$ cat config.mk
export PLATFORM = sky130hd
export DESIGN_NAME = e2e_counter_checksum_framer_top
export DESIGN_NICKNAME = d
export VERILOG_FILES = /design/src/e2eccf_pkg.sv /design/src/e2e_counter_checksum_framer_top.sv /design/src/e2eccf_ctrl.sv /design/src/e2eccf_dp.sv
export VERILOG_INCLUDE_DIRS = /design/src /design/src/src
export SDC_FILE = /design/constraint.sdc
export NUM_CORES = 1
export LEC_CHECK = 0
export ABC_AREA = 1
export BUFFER_PORTS_ARGS = -buffer_cell sky130_fd_sc_hd__buf_2
export CORE_MARGIN = 4
export CORE_UTILIZATION = 55
export CTS_CLUSTER_DIAMETER = 150
export DETAILED_ROUTE_END_ITERATION = 8
export PLACE_DENSITY = 0.92
export SETUP_SLACK_MARGIN = 0.05
export SYNTH_ARGS = -nofsm -noshare
export SYNTH_HDL_FRONTEND = slang
export SYNTH_SLANG_ARGS = --single-unit
$ cat constraint.sdc
create_clock -name clk -period 8.6 [get_ports clk]
set_clock_uncertainty 0.1 [all_clocks]
set_input_delay 0.43 -clock clk [delete_from_list [all_inputs] [get_ports clk]]
set_output_delay 0.43 -clock clk [all_outputs]
set_load 0.01 [all_outputs]
$ cat src/e2e_counter_checksum_framer_top_assert.svh
// assertion macros for the e2e counter checksum framer
`ifndef E2E_COUNTER_CHECKSUM_FRAMER_TOP_ASSERT_SVH
`define E2E_COUNTER_CHECKSUM_FRAMER_TOP_ASSERT_SVH

// same-cycle implication, checked out of reset
`define E2E_ASSERT_IMPL(label, ante, cons, msg) \
  label: assert property (@(posedge clk) disable iff (!rst_n) (ante) |-> (cons)) else $error(msg);

// next-cycle implication, checked out of reset
`define E2E_ASSERT_NEXT(label, ante, cons, msg) \
  label: assert property (@(posedge clk) disable iff (!rst_n) (ante) |=> (cons)) else $error(msg);

`endif

$ cat src/e2eccf_pkg.sv
// shared types, constants and checksum helper for the framer
`timescale 1ns / 1ps

package e2eccf_pkg;

  localparam int unsigned DATA_DEPTH_DEF = 4;

  // key codes and counter limits
  localparam logic [7:0] SEND_CODE   = 8'd35;
  localparam logic [7:0] COUNTER_TOP = 8'd254;
  localparam logic [7:0] LIMIT_RESET = 8'd2;

  // configuration port
  localparam int unsigned PADDR_W = 3;
  localparam int unsigned PDATA_W = 32;
  localparam logic REG_ADVANCE_LIMIT = 1'b0;

  typedef enum logic {
    ST_IDLE,
    ST_EMIT
  } state_t;

  typedef struct packed {
    logic store_key;
    logic start_frame;
    logic load_byte;
    logic end_frame;
  } cmd_t;

  typedef struct packed {
    logic key_zero;
    logic key_send;
    logic fill_empty;
    logic fill_full;
    logic out_free;
    logic at_checksum;
  } status_t;

  // add both nibbles of a byte into a 4-bit end-around-carry sum
  function automatic logic [3:0] nibble_fold(input logic [3:0] acc, input logic [7:0] b);
    logic [5:0] s;
    logic [4:0] t;
    s = {2'b00, acc} + {2'b00, b[3:0]} + {2'b00, b[7:4]};
    t = {1'b0, s[3:0]} + {3'b000, s[5:4]};
    return t[3:0] + {3'b000, t[4]};
  endfunction

endpackage

$ cat src/e2e_counter_checksum_framer_top.sv
// top level of the e2e alive counter and nibble checksum framer
//
//  channel  direction  handshake          payload
//  in_      request in in_valid/in_stall  in_key_code
//  out_     result out out_valid/out_stall out_frame_byte, out_byte_position,
//                                          out_frame_length, out_last
//  cfg      apb write  psel/penable/pready paddr, pwdata, prdata
//
// a data or empty key is taken while idle; a send key with n buffered bytes starts the
// frame, then loads its n + 2 frame bytes into the result register one at a time.
// the emit sequencer holds in_stall high until the checksum byte is loaded.
// out_stall holds the result register and the sequencer waits on it.
// reset is synchronous: counter, fill level and limit return to their reset values.
`timescale 1ns / 1ps

module e2e_counter_checksum_framer_top #(
  parameter int unsigned DATA_DEPTH = e2eccf_pkg::DATA_DEPTH_DEF
) (
  input  logic                             clk,
  input  logic                             rst_n,
  input  logic                             in_valid,
  output logic                             in_stall,
  input  logic [7:0]                       in_key_code,
  output logic                             out_valid,
  input  logic                             out_stall,
  output logic [7:0]                       out_frame_byte,
  output logic [2:0]                       out_byte_position,
  output logic [2:0]                       out_frame_length,
  output logic                             out_last,
  input  logic                             psel,
  input  logic                             penable,
  input  logic                             pwrite,
  input  logic [e2eccf_pkg::PADDR_W-1:0]   paddr,
  input  logic [e2eccf_pkg::PDATA_W-1:0]   pwdata,
  output logic [e2eccf_pkg::PDATA_W-1:0]   prdata,
  output logic                             pready
);

  e2eccf_pkg::cmd_t    cmd;
  e2eccf_pkg::status_t st;
  logic                limit_wr;
  logic [7:0]          limit_q;
  logic                reg_hit;

  // register decode
  assign pready   = 1'b1;
  assign reg_hit  = (paddr[e2eccf_pkg::PADDR_W-1] == e2eccf_pkg::REG_ADVANCE_LIMIT);
  assign limit_wr = psel && penable && pwrite && reg_hit;
  assign prdata   = reg_hit ? e2eccf_pkg::PDATA_W'(limit_q) : '0;

  e2eccf_ctrl u_ctrl (
    .clk      (clk),
    .rst_n    (rst_n),
    .in_valid (in_valid),
    .st       (st),
    .in_stall (in_stall),
    .cmd      (cmd)
  );

  e2eccf_dp #(
    .DATA_DEPTH (DATA_DEPTH)
  ) u_dp (
    .clk               (clk),
    .rst_n             (rst_n),
    .in_key_code       (in_key_code),
    .cmd               (cmd),
    .limit_wr          (limit_wr),
    .limit_wdata       (pwdata[7:0]),
    .limit_q           (limit_q),
    .st                (st),
    .out_stall         (out_stall),
    .out_valid         (out_valid),
    .out_frame_byte    (out_frame_byte),
    .out_byte_position (out_byte_position),
    .out_frame_length  (out_frame_length),
    .out_last          (out_last)
  );

  // checks
`include "e2e_counter_checksum_framer_top_assert.svh"

  `E2E_ASSERT_IMPL(a_last_position, out_valid && out_last, out_byte_position == 3'(out_frame_length - 3'd1), "checksum byte not at end of frame")
  `E2E_ASSERT_IMPL(a_last_high_nibble, out_valid && out_last, out_frame_byte[7:4] == 4'h0, "checksum byte high nibble set")
  `E2E_ASSERT_IMPL(a_load_when_free, cmd.load_byte, st.out_free, "result register overwritten")
  `E2E_ASSERT_NEXT(a_send_stalls, in_valid && !in_stall && st.key_send && !st.fill_empty, in_stall, "frame start did not stall input")

endmodule

$ cat src/e2eccf_ctrl.sv
// controller state machine: key decode handling and frame emission sequencing
`timescale 1ns / 1ps

module e2eccf_ctrl (
  input  logic                clk,
  input  logic                rst_n,
  input  logic                in_valid,
  input  e2eccf_pkg::status_t st,
  output logic                in_stall,
  output e2eccf_pkg::cmd_t    cmd
);

  e2eccf_pkg::state_t state_r, state_nxt;

  // state register
  always_ff @(posedge clk) begin
    if (!rst_n) begin
      state_r <= e2eccf_pkg::ST_IDLE;
    end else begin
      state_r <= state_nxt;
    end
  end

  // next state and commands
  always_comb begin
    state_nxt = state_r;
    cmd       = '0;
    in_stall  = 1'b1;
    unique case (state_r)
      e2eccf_pkg::ST_IDLE: begin
        in_stall = 1'b0;
        if (in_valid && !st.key_zero) begin
          if (!st.key_send) begin
            cmd.store_key = !st.fill_full;
          end else if (!st.fill_empty) begin
            cmd.start_frame = 1'b1;
            state_nxt       = e2eccf_pkg::ST_EMIT;
          end
        end
      end
      e2eccf_pkg::ST_EMIT: begin
        if (st.out_free) begin
          cmd.load_byte = 1'b1;
          if (st.at_checksum) begin
            cmd.end_frame = 1'b1;
            state_nxt     = e2eccf_pkg::ST_IDLE;
          end
        end
      end
      default: begin
        state_nxt = e2eccf_pkg::ST_IDLE;
      end
    endcase
  end

endmodule

$ cat src/e2eccf_dp.sv
// datapath: data buffer, alive counter, checksum accumulator and result register
`timescale 1ns / 1ps

module e2eccf_dp #(
  parameter int unsigned DATA_DEPTH = e2eccf_pkg::DATA_DEPTH_DEF
) (
  input  logic                clk,
  input  logic                rst_n,
  input  logic [7:0]          in_key_code,
  input  e2eccf_pkg::cmd_t    cmd,
  input  logic                limit_wr,
  input  logic [7:0]          limit_wdata,
  output logic [7:0]          limit_q,
  output e2eccf_pkg::status_t st,
  input  logic                out_stall,
  output logic                out_valid,
  output logic [7:0]          out_frame_byte,
  output logic [2:0]          out_byte_position,
  output logic [2:0]          out_frame_length,
  output logic                out_last
);

  localparam int unsigned FILL_W = $clog2(DATA_DEPTH + 1);
  localparam int unsigned IDX_W  = $clog2(DATA_DEPTH + 2);
  localparam int unsigned ADDR_W = (DATA_DEPTH > 1) ? $clog2(DATA_DEPTH) : 1;

  logic [7:0]        data_r [DATA_DEPTH];
  logic [FILL_W-1:0] fill_r, fill_nxt;
  logic [IDX_W-1:0]  idx_r, idx_nxt;
  logic [7:0]        alive_r, alive_nxt;
  logic [7:0]        adv_r, adv_nxt;
  logic [7:0]        limit_r;
  logic [3:0]        acc_r, acc_nxt;
  logic              out_valid_r, out_valid_nxt;
  logic [7:0]        byte_r;
  logic [2:0]        pos_r;
  logic [2:0]        len_r;
  logic              last_r;

  logic [IDX_W-1:0]  rd_idx;
  logic [IDX_W-1:0]  chk_idx;
  logic [7:0]        sel_byte;
  logic [3:0]        len_sum;

  // key decode and buffer status
  assign chk_idx = IDX_W'(fill_r) + IDX_W'(1);
  assign rd_idx  = idx_r - IDX_W'(1);
  assign len_sum = 4'(fill_r) + 4'd2;

  always_comb begin
    st.key_zero    = (in_key_code == 8'd0);
    st.key_send    = (in_key_code == e2eccf_pkg::SEND_CODE);
    st.fill_empty  = (fill_r == '0);
    st.fill_full   = (fill_r == FILL_W'(DATA_DEPTH));
    st.out_free    = !out_valid_r || !out_stall;
    st.at_checksum = (idx_r == chk_idx);
  end

  // frame byte selection: counter, data, then checksum
  always_comb begin
    if (idx_r == '0) begin
      sel_byte = alive_r;
    end else if (st.at_checksum) begin
      sel_byte = {4'h0, ~acc_r};
    end else begin
      sel_byte = data_r[rd_idx[ADDR_W-1:0]];
    end
  end

  // next values of control and counter state
  always_comb begin
    fill_nxt      = fill_r;
    idx_nxt       = idx_r;
    alive_nxt     = alive_r;
    adv_nxt       = adv_r;
    acc_nxt       = acc_r;
    out_valid_nxt = out_valid_r && out_stall;
    if (cmd.store_key) begin
      fill_nxt = fill_r + FILL_W'(1);
    end
    if (cmd.start_frame) begin
      acc_nxt = 4'h0;
      idx_nxt = '0;
      if (adv_r < limit_r) begin
        alive_nxt = (alive_r == e2eccf_pkg::COUNTER_TOP) ? 8'd0 : alive_r + 8'd1;
        adv_nxt   = adv_r + 8'd1;
      end
    end
    if (cmd.load_byte) begin
      out_valid_nxt = 1'b1;
      idx_nxt       = idx_r + IDX_W'(1);
      acc_nxt       = e2eccf_pkg::nibble_fold(acc_r, sel_byte);
    end
    if (cmd.end_frame) begin
      fill_nxt = '0;
      idx_nxt  = '0;
    end
  end

  // control and counter registers
  always_ff @(posedge clk) begin
    if (!rst_n) begin
      fill_r      <= '0;
      idx_r       <= '0;
      alive_r     <= 8'd0;
      adv_r       <= 8'd0;
      acc_r       <= 4'h0;
      out_valid_r <= 1'b0;
      limit_r     <= e2eccf_pkg::LIMIT_RESET;
    end else begin
      fill_r      <= fill_nxt;
      idx_r       <= idx_nxt;
      alive_r     <= alive_nxt;
      adv_r       <= adv_nxt;
      acc_r       <= acc_nxt;
      out_valid_r <= out_valid_nxt;
      if (limit_wr) begin
        limit_r <= limit_wdata;
      end
    end
  end

  // data buffer write
  always_ff @(posedge clk) begin
    if (cmd.store_key) begin
      data_r[fill_r[ADDR_W-1:0]] <= in_key_code;
    end
  end

  // result register
  always_ff @(posedge clk) begin
    if (cmd.load_byte) begin
      byte_r <= sel_byte;
      pos_r  <= 3'(idx_r);
      len_r  <= len_sum[2:0];
      last_r <= st.at_checksum;
    end
  end

  assign limit_q           = limit_r;
  assign out_valid         = out_valid_r;
  assign out_frame_byte    = byte_r;
  assign out_byte_position = pos_r;
  assign out_frame_length  = len_r;
  assign out_last          = last_r;

endmodule
==> flow_summary.ini <==
[finish]
fillers = 620
layout_commonest_cell = nand2_1
syn2layout_area_growth_pct = 8.28
n_antenna_cell = 0
finalNetCount = 644
drive_gt1_share_pct = 15.3
mostFrequentLayoutCells = 93 x nand2_1, 57 x nor2_1, 48 x buf_2, 47 x edfxtp_1, 42 x inv_1

[routing]
vias = 3651
drtIter0Drc = 216
drc_errors = 0
dr.pass1.iters = 5
wl_per_cell_um = 14.2
wirelength_um = 9490
avgViaCountPerCell = 5.45
ant_nets = 0

[clocking]
clk_pin_slew_ns = 0.08
post-cts-setup-buffer-count = 0
root_buffer = clkbuf_8
insertion_delay_ns = 0.35
postCtsHoldBufs = 0
htree_levels = 3
clock_path_buffers = 2
postCtsResizedCells = 0
clock_sinks = 83
cts-buffers-inserted = 9
cts_tree = done

[setup_path]
cp.depth = 23
critPathKind = flop to flop
path_max_fanout = 21
crit_path_top_delay_cell = dfxtp_1
regToRegSetupSlack_ns = 2.66
r2r-end = u_dp.acc_r[2]
cp_cell_sequence = inv_2, ha_1, inv_2, o21ai_0, o211ai_1, nand3_1, o21ai_1, ha_1, fa_1, fa_1, nand2_1, nand2_1, a21oi_1, xor2_1, ha_1, fa_1, nand3_1, nor2_1, ha_1, ha_1, or2_0, nand3_1, a21oi_1
critPathMostFrequentCell = ha_1
critPathBufInv = 2
startpoint = u_dp.idx_r[0]
required_ns = 8.71
rr_worst_depth = 23
r2r-start = u_dp.idx_r[0]
worst_setup_path_start_kind = flop
endpoint_kind = flop
arrival_ns = 6.05
critPathTopFamily = adder cells
slowest_delay_ns = 0.84

[global_routing]
grt_pass1_vias = 3335
grt_usage_pct = 19.3
grt_overflow = 0
grt_max_degree = 22
grt_pass1_wl_um = 15100
grt_antenna_before_repair = 0

[synthesis]
netlist_area_um2 = 4520
ys_seq_area_share_pct = 47.2
ys_seq_elements = 83
synth_warnings = 0
synth.distinct_cells = 35
syn_inst = 518
avgSynthCellArea_um2 = 8.72

[sta]
tightest_slew_ns = 0.817
slew_headroom_pct = 45.3
final-hold-violation-count = 0
tns_ns = 0
fin_crit_sh_pct = 69.0
rsz0062_at_grt = no
fmaxAchievable_mhz = 168
setup_ws_ns = 2.66
min_period_ns = 5.94
setup_viol = 0
finalMaxSlewViolations = 0

[floorplan]
dieWidth_um = 98.6
die_area_um2 = 9730
rows = 32
io_pins = 100
die_y_um = 98.6
initial_core_util_pct = 57.6
core_um2 = 7850

[place]
gp_congestion = 0.887
io_buffers = 48
pre_cts_slack_ns = 2.78
dp_hpwl_um = 6900

[power_and_ir_drop]
power.density_nw_per_um2 = 149
p_leak_uw = 0.00212
peakVddDrop_v = 0.0000853

[outcome]
outcome = finished, final reports clean

[worst_hold_path]
hold_start = pwdata[1]
holdPathEnd = u_dp.limit_q[1]
holdPathStages = 3
hp-class = input port to flop

[job]
maxCapViolCount = 0
-- tightest hold or removal path, stage by stage --
cell	delay (ns)
buf_2	0.07
nand2_1	0.05
o211ai_1	0.07
-- kinds of logic (layout without fill, tap and decap cells) --
group | count (synthesis) | after routing | synth area share [%]
AND/OR/NAND/NOR | 212 | 212 | 20.7
buffers and inverters | 91 | 118 | 10.1
AO/OA/AOI/OAI | 83 | 83 | 9.69
flip-flops | 83 | 83 | 47.2
adder cells (fa/ha/maj) | 31 | 31 | 9.08
XOR/XNOR | 16 | 16 | 3.10
other | 2 | 25 | 0.166
-- power by group --
part	leakage [uW]	switching [uW]	internal, uW	total (uW)
combinational	0.00131	36.4	14.0	50.4
sequential	0.000726	4.03	429	433
clock	0.0000839	139	105	244
-- sequential cells by signal, indices dropped and copies added (netlist names) --
register,flops
u_dp.fill_r,3
u_dp.acc_r,4
u_dp.out_frame_byte,8
u_dp.limit_q,8
u_dp.alive_r,8
u_dp.out_frame_length,3
u_dp.out_last,1
u_dp.adv_r,8
u_dp.data_r,32
u_dp.out_byte_position,3
u_dp.idx_r,3
u_dp.out_valid,1
u_ctrl.state_r,1
-- worst max-delay path by stage --
stage and to:
2_1_floorplan u_dp.acc_r[2], 3_3_place_gp u_dp.acc_r[2], 3_5_place_dp u_dp.acc_r[2], 4_1_cts u_dp.acc_r[2], 5_1_grt u_dp.acc_r[2], 6_report u_dp.acc_r[2]
-- metal layers --
metal / part of all wire (%) / global-route usage (%)
met1: 40 / 22.6
met2: 49 / 34.1
met3: 7.9 / 3.04
met4: 2.5 / 9.66
met5: 0 / 0
-- cell usage after synthesis (all sizes together) --
cell type   n  share of area (%)
nand4       3               0.42
o22ai       4               0.55
xnor2       3               0.58
a21oi      40                4.5
nor2       64                6.1
dfxtp      36                 16
nand2      97                8.5
or2         2               0.28
and3        1               0.14
o21ai      34                3.8
buf        32                5.2
conb        2               0.17
a32oi       1               0.19
nand3      41                4.5
inv        53                4.4
edfxtp     47                 31
clkbuf      6               0.50
fa          3                1.3
o211ai      4               0.66
xor2       13                2.5
nor3        2               0.33
ha         28                7.8
nand3b      2               0.33
-- per-stage QoR --
stage	instances	hold slack, ns	utilization [%]	power (uW)	area (um2)
after global routing	670	0.208	62.3	750	4890
after CTS	670	0.189	62.3	729	4890
final	670	0.201	62.3	728	4890
after floorplan	541	0.331	-	483	4600
after global placement	654	0.371	60.2	489	4720
after detailed placement	654	0.379	60.2	492	4720
-- layout make-up --
class	count	area [um2]	area share [%]
multi-input combinational	367	2020	41.2
clock inverter	6	42.5	0.870
clock buffer	10	128	2.61
timing repair buffer	49	248	5.06
inverter	53	199	4.07
sequential	83	2130	43.6
tap	102	128	2.61
Note: power is estimated with default switching activity, not from simulation.
